File: src/hw/rtl/phkf_pkg.sv
// Package with the shared types, address map and hit program of the Kalman update block.
`timescale 1ns / 1ps
`default_nettype none
package phkf_pkg;

  localparam int WIDE_W    = 128;
  localparam int ADDR_W    = 6;
  localparam int MEM_DEPTH = 64;
  localparam int CHI2_W    = 32;
  localparam int REQ_W     = 2;
  localparam int IDX_W     = 5;
  localparam int PC_W      = 7;
  localparam int NUM_ELEMS = 20;

  localparam logic [CHI2_W-1:0] CHI2_CUT_RESET = 32'd1638400;

  typedef logic [ADDR_W-1:0] addr_t;

  typedef enum logic [1:0] {
    REQ_WRITE = 2'd0,
    REQ_READ  = 2'd1,
    REQ_HIT   = 2'd2,
    REQ_NOP   = 2'd3
  } req_t;

  typedef enum logic [2:0] {
    OP_ADD,
    OP_SUB,
    OP_MAC,
    OP_MACN,
    OP_DET,
    OP_RECIP,
    OP_CHI2
  } op_t;

  typedef struct packed {
    op_t   op;
    addr_t dst;
    addr_t a0;
    addr_t b0;
    addr_t a1;
    addr_t b1;
  } instr_t;

  typedef struct packed {
    logic   capture;
    logic   wr;
    logic   rd;
    logic   start;
    logic   load_out;
    logic   ok;
    instr_t instr;
  } dp_cmd_t;

  typedef struct packed {
    logic done;
    logic singular;
    logic pass;
  } dp_status_t;

  typedef enum logic [2:0] {
    S_IDLE,
    S_WRITE,
    S_READ,
    S_EXEC,
    S_WAIT,
    S_DONE
  } ctrl_state_t;

  typedef enum logic [2:0] {
    P_IDLE,
    P_FETCH,
    P_MUL1,
    P_MUL2,
    P_DIV,
    P_WB
  } dp_phase_t;

  // Address map: 0..4 parameters, 5..19 covariance, then scratch values.
  localparam int C_BASE = 5;
  localparam int B_BASE = 36;
  localparam int K_BASE = 46;

  localparam addr_t A_P0   = 6'd0;
  localparam addr_t A_P1   = 6'd1;
  localparam addr_t A_C00  = 6'd5;
  localparam addr_t A_C01  = 6'd6;
  localparam addr_t A_C11  = 6'd10;
  localparam addr_t A_R0   = 6'd25;
  localparam addr_t A_R1   = 6'd26;
  localparam addr_t A_W00  = 6'd27;
  localparam addr_t A_W01  = 6'd28;
  localparam addr_t A_W11  = 6'd29;
  localparam addr_t A_INV  = 6'd30;
  localparam addr_t A_D00  = 6'd31;
  localparam addr_t A_D01  = 6'd32;
  localparam addr_t A_D11  = 6'd33;
  localparam addr_t A_U0   = 6'd34;
  localparam addr_t A_U1   = 6'd35;
  localparam addr_t A_TMP  = 6'd56;
  localparam addr_t A_M0   = 6'd57;
  localparam addr_t A_M1   = 6'd58;
  localparam addr_t A_VXX  = 6'd59;
  localparam addr_t A_VXY  = 6'd60;
  localparam addr_t A_VYY  = 6'd61;
  localparam addr_t A_ZERO = 6'd62;

  localparam logic [PC_W-1:0] STEP_DET  = 7'd5;
  localparam logic [PC_W-1:0] STEP_CHI2 = 7'd12;
  localparam logic [PC_W-1:0] STEP_LAST = 7'd72;

  function automatic int pack_idx(input int r, input int c);
    int rr;
    int cc;
    int start;
    rr = (r < c) ? r : c;
    cc = (r < c) ? c : r;
    case (rr)
      0: start = 0;
      1: start = 5;
      2: start = 9;
      3: start = 12;
      default: start = 14;
    endcase
    return start + cc - rr;
  endfunction

  function automatic int row_of(input int x);
    int r;
    case (x)
      0, 1, 2, 3, 4: r = 0;
      5, 6, 7, 8:    r = 1;
      9, 10, 11:     r = 2;
      12, 13:        r = 3;
      default:       r = 4;
    endcase
    return r;
  endfunction

  function automatic int col_of(input int x);
    int c;
    case (x)
      0:              c = 0;
      1, 5:           c = 1;
      2, 6, 9:        c = 2;
      3, 7, 10, 12:   c = 3;
      default:        c = 4;
    endcase
    return c;
  endfunction

  function automatic instr_t prog(input logic [PC_W-1:0] pc);
    instr_t t;
    int s;
    int n;
    int i;
    int j;
    int x;
    s = int'(pc);
    n = 0;
    i = 0;
    j = 0;
    x = 0;
    t.op  = OP_ADD;
    t.dst = A_TMP;
    t.a0  = A_ZERO;
    t.b0  = A_ZERO;
    t.a1  = A_ZERO;
    t.b1  = A_ZERO;
    if (s == 0) begin
      t.op = OP_SUB; t.dst = A_R0; t.a0 = A_M0; t.a1 = A_P0;
    end else if (s == 1) begin
      t.op = OP_SUB; t.dst = A_R1; t.a0 = A_M1; t.a1 = A_P1;
    end else if (s == 2) begin
      t.dst = A_W00; t.a0 = A_C00; t.a1 = A_VXX;
    end else if (s == 3) begin
      t.dst = A_W01; t.a0 = A_C01; t.a1 = A_VXY;
    end else if (s == 4) begin
      t.dst = A_W11; t.a0 = A_C11; t.a1 = A_VYY;
    end else if (s == 5) begin
      t.op = OP_DET; t.a0 = A_W00; t.b0 = A_W11; t.a1 = A_W01; t.b1 = A_W01;
    end else if (s == 6) begin
      t.op = OP_RECIP; t.dst = A_INV;
    end else if (s == 7) begin
      t.op = OP_MAC; t.dst = A_D00; t.a0 = A_W11; t.b0 = A_INV;
    end else if (s == 8) begin
      t.op = OP_MACN; t.dst = A_D01; t.a0 = A_W01; t.b0 = A_INV;
    end else if (s == 9) begin
      t.op = OP_MAC; t.dst = A_D11; t.a0 = A_W00; t.b0 = A_INV;
    end else if (s == 10) begin
      t.op = OP_MAC; t.dst = A_U0;
      t.a0 = A_D00; t.b0 = A_R0; t.a1 = A_D01; t.b1 = A_R1;
    end else if (s == 11) begin
      t.op = OP_MAC; t.dst = A_U1;
      t.a0 = A_D01; t.b0 = A_R0; t.a1 = A_D11; t.b1 = A_R1;
    end else if (s == 12) begin
      t.op = OP_CHI2;
      t.a0 = A_U0; t.b0 = A_R0; t.a1 = A_U1; t.b1 = A_R1;
    end else if (s < 23) begin
      n = s - 13;
      i = n >> 1;
      j = n & 1;
      t.dst = addr_t'(B_BASE + n);
      t.a0  = addr_t'(C_BASE + pack_idx(j, i));
    end else if (s < 33) begin
      n = s - 23;
      i = n >> 1;
      j = n & 1;
      t.op  = OP_MAC;
      t.dst = addr_t'(K_BASE + n);
      t.a0  = addr_t'(B_BASE + 2 * i);
      t.a1  = addr_t'(B_BASE + 2 * i + 1);
      t.b0  = (j == 1) ? A_D01 : A_D00;
      t.b1  = (j == 1) ? A_D11 : A_D01;
    end else if (s < 43) begin
      n = s - 33;
      i = n >> 1;
      if ((n & 1) == 0) begin
        t.op = OP_MAC; t.dst = A_TMP;
        t.a0 = addr_t'(K_BASE + 2 * i); t.b0 = A_R0;
        t.a1 = addr_t'(K_BASE + 2 * i + 1); t.b1 = A_R1;
      end else begin
        t.dst = addr_t'(i); t.a0 = addr_t'(i); t.a1 = A_TMP;
      end
    end else if (s < 73) begin
      n = s - 43;
      x = n >> 1;
      i = row_of(x);
      j = col_of(x);
      if ((n & 1) == 0) begin
        t.op = OP_MACN; t.dst = A_TMP;
        t.a0 = addr_t'(K_BASE + 2 * i); t.b0 = addr_t'(B_BASE + 2 * j);
        t.a1 = addr_t'(K_BASE + 2 * i + 1); t.b1 = addr_t'(B_BASE + 2 * j + 1);
      end else begin
        t.dst = addr_t'(C_BASE + x); t.a0 = addr_t'(C_BASE + x); t.a1 = A_TMP;
      end
    end
    return t;
  endfunction

endpackage
`default_nettype wire

File: src/hw/rtl/phkf_ctrl.sv
// Controller state machine that sequences requests and the hit program.
`timescale 1ns / 1ps
`default_nettype none
module phkf_ctrl (
  input  wire logic                        clk,
  input  wire logic                        rst,
  input  wire logic                        in_valid,
  output logic                             in_ready,
  output logic                             out_valid,
  input  wire logic                        out_ready,
  input  wire logic [phkf_pkg::REQ_W-1:0]  req_type,
  input  wire phkf_pkg::dp_status_t        st,
  output phkf_pkg::dp_cmd_t                cmd
);
  import phkf_pkg::*;

  ctrl_state_t state, state_next;
  logic [PC_W-1:0] pc, pc_next;
  logic ok, ok_next;
  logic out_valid_next;

  always_ff @(posedge clk) begin
    if (rst) begin
      state     <= S_IDLE;
      pc        <= '0;
      ok        <= 1'b0;
      out_valid <= 1'b0;
    end else begin
      state     <= state_next;
      pc        <= pc_next;
      ok        <= ok_next;
      out_valid <= out_valid_next;
    end
  end

  always_comb begin
    state_next = state;
    pc_next    = pc;
    ok_next    = ok;
    in_ready   = 1'b0;
    cmd        = '0;
    cmd.instr  = prog(pc);
    case (state)
      S_IDLE: begin
        in_ready = 1'b1;
        if (in_valid) begin
          cmd.capture = 1'b1;
          ok_next     = 1'b0;
          case (req_t'(req_type))
            REQ_WRITE: state_next = S_WRITE;
            REQ_READ:  state_next = S_READ;
            REQ_HIT: begin
              state_next = S_EXEC;
              pc_next    = '0;
            end
            default: state_next = S_DONE;
          endcase
        end
      end
      S_WRITE: begin
        cmd.wr     = 1'b1;
        state_next = S_DONE;
      end
      S_READ: begin
        cmd.rd     = 1'b1;
        state_next = S_DONE;
      end
      S_EXEC: begin
        cmd.start  = 1'b1;
        state_next = S_WAIT;
      end
      S_WAIT: begin
        if (st.done) begin
          if (((pc == STEP_DET) && st.singular) || ((pc == STEP_CHI2) && !st.pass)) begin
            state_next = S_DONE;
          end else if (pc == STEP_LAST) begin
            ok_next    = 1'b1;
            state_next = S_DONE;
          end else begin
            pc_next    = pc + PC_W'(1);
            state_next = S_EXEC;
          end
        end
      end
      S_DONE: begin
        if (!out_valid || out_ready) begin
          cmd.load_out = 1'b1;
          cmd.ok       = ok;
          state_next   = S_IDLE;
        end
      end
      default: state_next = S_IDLE;
    endcase
  end

  always_comb begin
    if (cmd.load_out) out_valid_next = 1'b1;
    else if (out_ready) out_valid_next = 1'b0;
    else out_valid_next = out_valid;
  end

  a_pc_range: assert property (@(posedge clk) disable iff (rst) pc <= STEP_LAST)
    else $error("Program counter ran past the last step.");
  a_exec_wait: assert property (@(posedge clk) disable iff (rst)
    (state == S_EXEC) |=> (state == S_WAIT))
    else $error("Instruction start did not enter the wait state.");
  a_load_free: assert property (@(posedge clk) disable iff (rst)
    cmd.load_out |-> (!out_valid || out_ready))
    else $error("Result loaded over a beat that was not taken.");
  a_done_wait: assert property (@(posedge clk) disable iff (rst)
    st.done |-> (state == S_WAIT))
    else $error("Datapath finished an instruction that was not issued.");

endmodule
`default_nettype wire

File: config.mk
export PLATFORM = sky130hd
export DESIGN_NAME = phkf_ctrl
export DESIGN_NICKNAME = d
export VERILOG_FILES = /design/src/hw/rtl/phkf_pkg.sv /design/src/hw/rtl/phkf_ctrl.sv
export SDC_FILE = /design/constraint.sdc
export NUM_CORES = 1
export LEC_CHECK = 0
export ABC_CLOCK_PERIOD_IN_PS = 4800
export BUFFER_PORTS_ARGS = -buffer_cell sky130_fd_sc_hd__buf_2
export CORE_MARGIN = 3
export CORE_UTILIZATION = 55
export CTS_CLUSTER_SIZE = 30
export DETAILED_ROUTE_END_ITERATION = 10
export PLACE_DENSITY = 0.89
export SYNTH_ARGS = -nofsm -noshare
export SYNTH_HDL_FRONTEND = slang
export SYNTH_SLANG_ARGS = --single-unit
File: constraint.sdc
create_clock -name clk -period 4.8 [get_ports clk]
set_input_delay 0.48 -clock clk [delete_from_list [all_inputs] [get_ports clk]]
set_output_delay 0.48 -clock clk [all_outputs]
set_load 0.02 [all_outputs]
==> metrics.md <==
| Metric | Value |
|---|---|
| FF-to-FF End | `pc[6]` |
| Hold Violations, Final | `0` |
| Crit share post-route | `0.9778` |
| Yosys warning total | `0` |
| Pre-antenna DRT Iters | `5` |
| Seq/Total Area, Yosys | `0.06443` |
| Worst skew pair latency | `0.25 ns` |
| Async SR Flop Fraction | `0` |
| Total global routing overflow | `0` |
| Routability Congestion | `1.077` |
| # nets final | `641` |
| Final setup vio count | `0` |
| Clk slew on worst S/H paths | `0.06 ns` |
| Syn avg cell area | `6.530 sq um` |
| Post-synthesis cell count | `571` |
| Hold WC Path Type | `reg -> reg` |
| IO Count | `50` |
| Synth Area in Compound Gates | `0.3758` |
| Simple-Gate Fraction of Synth Area | `0.2762` |
| Max-slew violations | `0` |
| DRC | `0` |
| Syn_nets | `610` |
| Die width | `88.34 um` |
| DP HPWL | `11,150 um` |
| Worst-path fanout max | `14` |
| Yosys reg bits | `12` |
| Most numerous cell in the Yosys netlist | `nand2_1` |
| Leading area contributor after synthesis | `ha_1` |
| Synth Area in Adders | `0.1067` |
| Crit Path Class | `reg -> out` |
| Clk_skew | `0.001327 ns` |
| Top-area cell type share of the netlist area | `0.09060` |
| Reg2reg start | `pc[0]` |
| CTS tree | `built` |
| Slew HR | `0.3603` |
| Avg Vias per Cell | `7.159` |
| Vias | `4,854` |
| CP arrival | `4.21 ns` |
| Fin crit period | `4.694 ns` |
| Hold path cells | `2` |
| First-pass GRT wire length | `22,960 um` |
| Worst-case reg-to-reg path depth | `8` |
| P&R area growth vs syn | `10.97%` |
| Actual slew at the worst max-slew pin | `0.9508 ns` |
| Number of global-route vias before repair | `4,163` |
| Cell variety after synth | `71` |
| Clock buffer depth | `2` |
| Core ar. | `6459 sq um` |
| Std cell rows | `29` |
| DP Cell Count | `672` |
| Reg2Reg Setup Slack | `1.72 ns` |
| Fmax | `213.1 MHz` |
| Power per cell area | `301.7 nW/um^2` |
| Post-synthesis mux area share | `0.01745` |
| All-Layer GR Usage | `0.3788` |
| XOR/XNOR Fraction of Synth Area | `0.07282` |
| Initial antenna violation count | `1` |
| Number of flops mapped to enable cells by yosys | `0` |
| Vert. Die Dim | `88.34 um` |
| H-tree levels | `1` |
| Number of max-cap violations | `0` |
| Endpoint, Worst Hold | `ok` |
| Synth Flop Type | `dfxtp_1` |
| Static leakage | `1.701 nW` |
| Power Total | `1.248 mW` |
| Critical path required time | `4.32 ns` |
| WHS | `0.4741 ns` |
| Crit start category | `flip-flop` |
| Clock Sink Count | `12` |
| Layout fillers | `613` |
| Routed wire per std cell | `22.24 um` |
| Max VDD drop | `0.0002643 V` |
| Post-synthesis instance area | `3729 sq um` |
| Hold Startpoint | `ok` |
| CTS Root Cell | `clkbuf_8` |
| Die area | `7803 sq um` |
| CP Capture Type | `output pin` |
| Largest family of logic cells by synthesized area | `compound AO/OA/AOI/OAI gates` |
| DRT iter0 DRCs | `782` |
| ANT cells | `0` |
| Post-DRT Antenna Nets | `0` |
| Final Util | `0.6406` |
| Top cells by area, synth | `ha_1 (9.1%), xnor2_1 (6.8%), dfxtp_1 (6.4%)` |
| Proportion of layout cells with a drive suffix above 1 | `0.1730` |
| Post-Layout Cell Count | `678` |
| Outcome | `complete, no violations` |
| Routed WL | `15,080 um` |
| Largest net degree at the start of global routing | `39` |
| Initial core utilization | `0.5773` |
| CTS Buf Count | `3` |
| Port bufs | `49` |
| Post-synth top cells | `nand2_1 (54), nor2_1 (53), a21oi_1 (46)` |
final cells by class:
class                           count  area (sq um)  area share
Multi-Input combinational cell    486          3209      0.7756
Timing Repair Buffer               75         440.4      0.1064
Sequential cell                    12         241.5     0.05836
Tap cell                           77         96.34     0.02328
Inverter                           24         95.09     0.02298
Clock buffer                        4         55.05     0.01331
registers in the layout (all words and copies together), names as in the netlist:
register	flops
pc	7
out_valid	1
state	3
ok	1
power by group:
part	switching (mW)	internal (mW)	leakage, nW	total, mW
Clock	0.0445	0.0727	0.0288	0.117
Sequential	0.0323	0.115	0.0980	0.148
Combinational	0.631	0.352	1.57	0.984
Total	0.708	0.540	1.70	1.25
cells by family (layout without fill, tap and decap cells):
| family | after synthesis | in the layout |
|---|---|---|
| xor gates and xnor gates | 31 | 31 |
| AOI/OAI and AO/OA | 209 | 209 |
| and+or+nand+nor | 210 | 210 |
| muxes | 6 | 6 |
| buffers and inverters | 73 | 103 |
| DFF | 12 | 12 |
| adders and majority gates | 30 | 30 |
stage by stage:
step	setup WS (ns)	setup TNS, ns	cell area [sq um]
6_report	0.1065	0	4138
5_1_grt	-0.001362	-0.001362	4138
4_1_cts	0.02802	0	4089
3_5_place_dp	0.1819	0	4026
3_3_place_gp	0.3653	0	4026
2_1_floorplan	0.06094	0	3739
metal layers:
layer  wire length (um)  up-vias  track usage
met5                 17        -            0
met4                539        2       0.1415
met3               1938       52      0.06238
met2               6537      408       0.5710
met1               6049     2218       0.5389
li1                   -     2174            -
critical path: stages, from the launching register on:
cell and delay [ns]:
dfxtp_1 0.34, buf_4 0.21, o211a_1 0.27, xnor2_1 0.15, o31ai_2 0.33, and3_4 0.26, a21oi_1 0.07, ha_1 0.20
a221o_1 0.27, fa_1 0.38, ha_1 0.23, fa_1 0.49, o22ai_1 0.08, nor3_1 0.18, o22a_1 0.17, o31a_1 0.15
buf_2 0.17
cell usage in the layout (no fill, tap or decap), drive strengths merged, types with 5 or more instances in the layout:
| cell | Yosys | layout |
|---|---|---|
| buf | 31 | 75 |
| nand2 | 54 | 54 |
| nor2 | 53 | 53 |
| o21ai | 47 | 47 |
| a21oi | 46 | 46 |
| xnor2 | 29 | 29 |
| ha | 27 | 27 |
| inv | 22 | 21 |
| nand3 | 20 | 20 |
| nor3 | 16 | 16 |
| dfxtp | 12 | 12 |
| nand2b | 11 | 11 |
| a31oi | 11 | 11 |
| o211ai | 10 | 10 |
| and3 | 10 | 10 |
| a211oi | 9 | 9 |
| nor2b | 8 | 8 |
| a21o | 8 | 8 |
| and2 | 8 | 8 |
| o22ai | 7 | 7 |
| o21a | 6 | 6 |
| a221oi | 6 | 6 |
| o31ai | 6 | 6 |
| or3 | 5 | 5 |
| nand4 | 5 | 5 |
| o2111ai | 5 | 5 |
worst max path at each step:
stage | from | slack, ns | endpoint
4_1_cts | pc[0] | 0.03 | cmd[21]
2_1_floorplan | pc[0] | 0.06 | cmd[22]
3_3_place_gp | pc[2] | 0.37 | cmd[21]
3_5_place_dp | pc[2] | 0.18 | cmd[21]
5_1_grt | pc[0] | -0.001 | cmd[21]
6_report | pc[0] | 0.11 | cmd[21]
what timing repair did:
action                                  CTS  global route
pin swaps                                 0             2
gates cloned                              0             0
endpoints found under the setup margin    3             3
gates resized for setup                   1             9
hold buffers                              0             0
buffers inserted                          0             2
No activity file was read; power rests on OpenSTA's default activity.
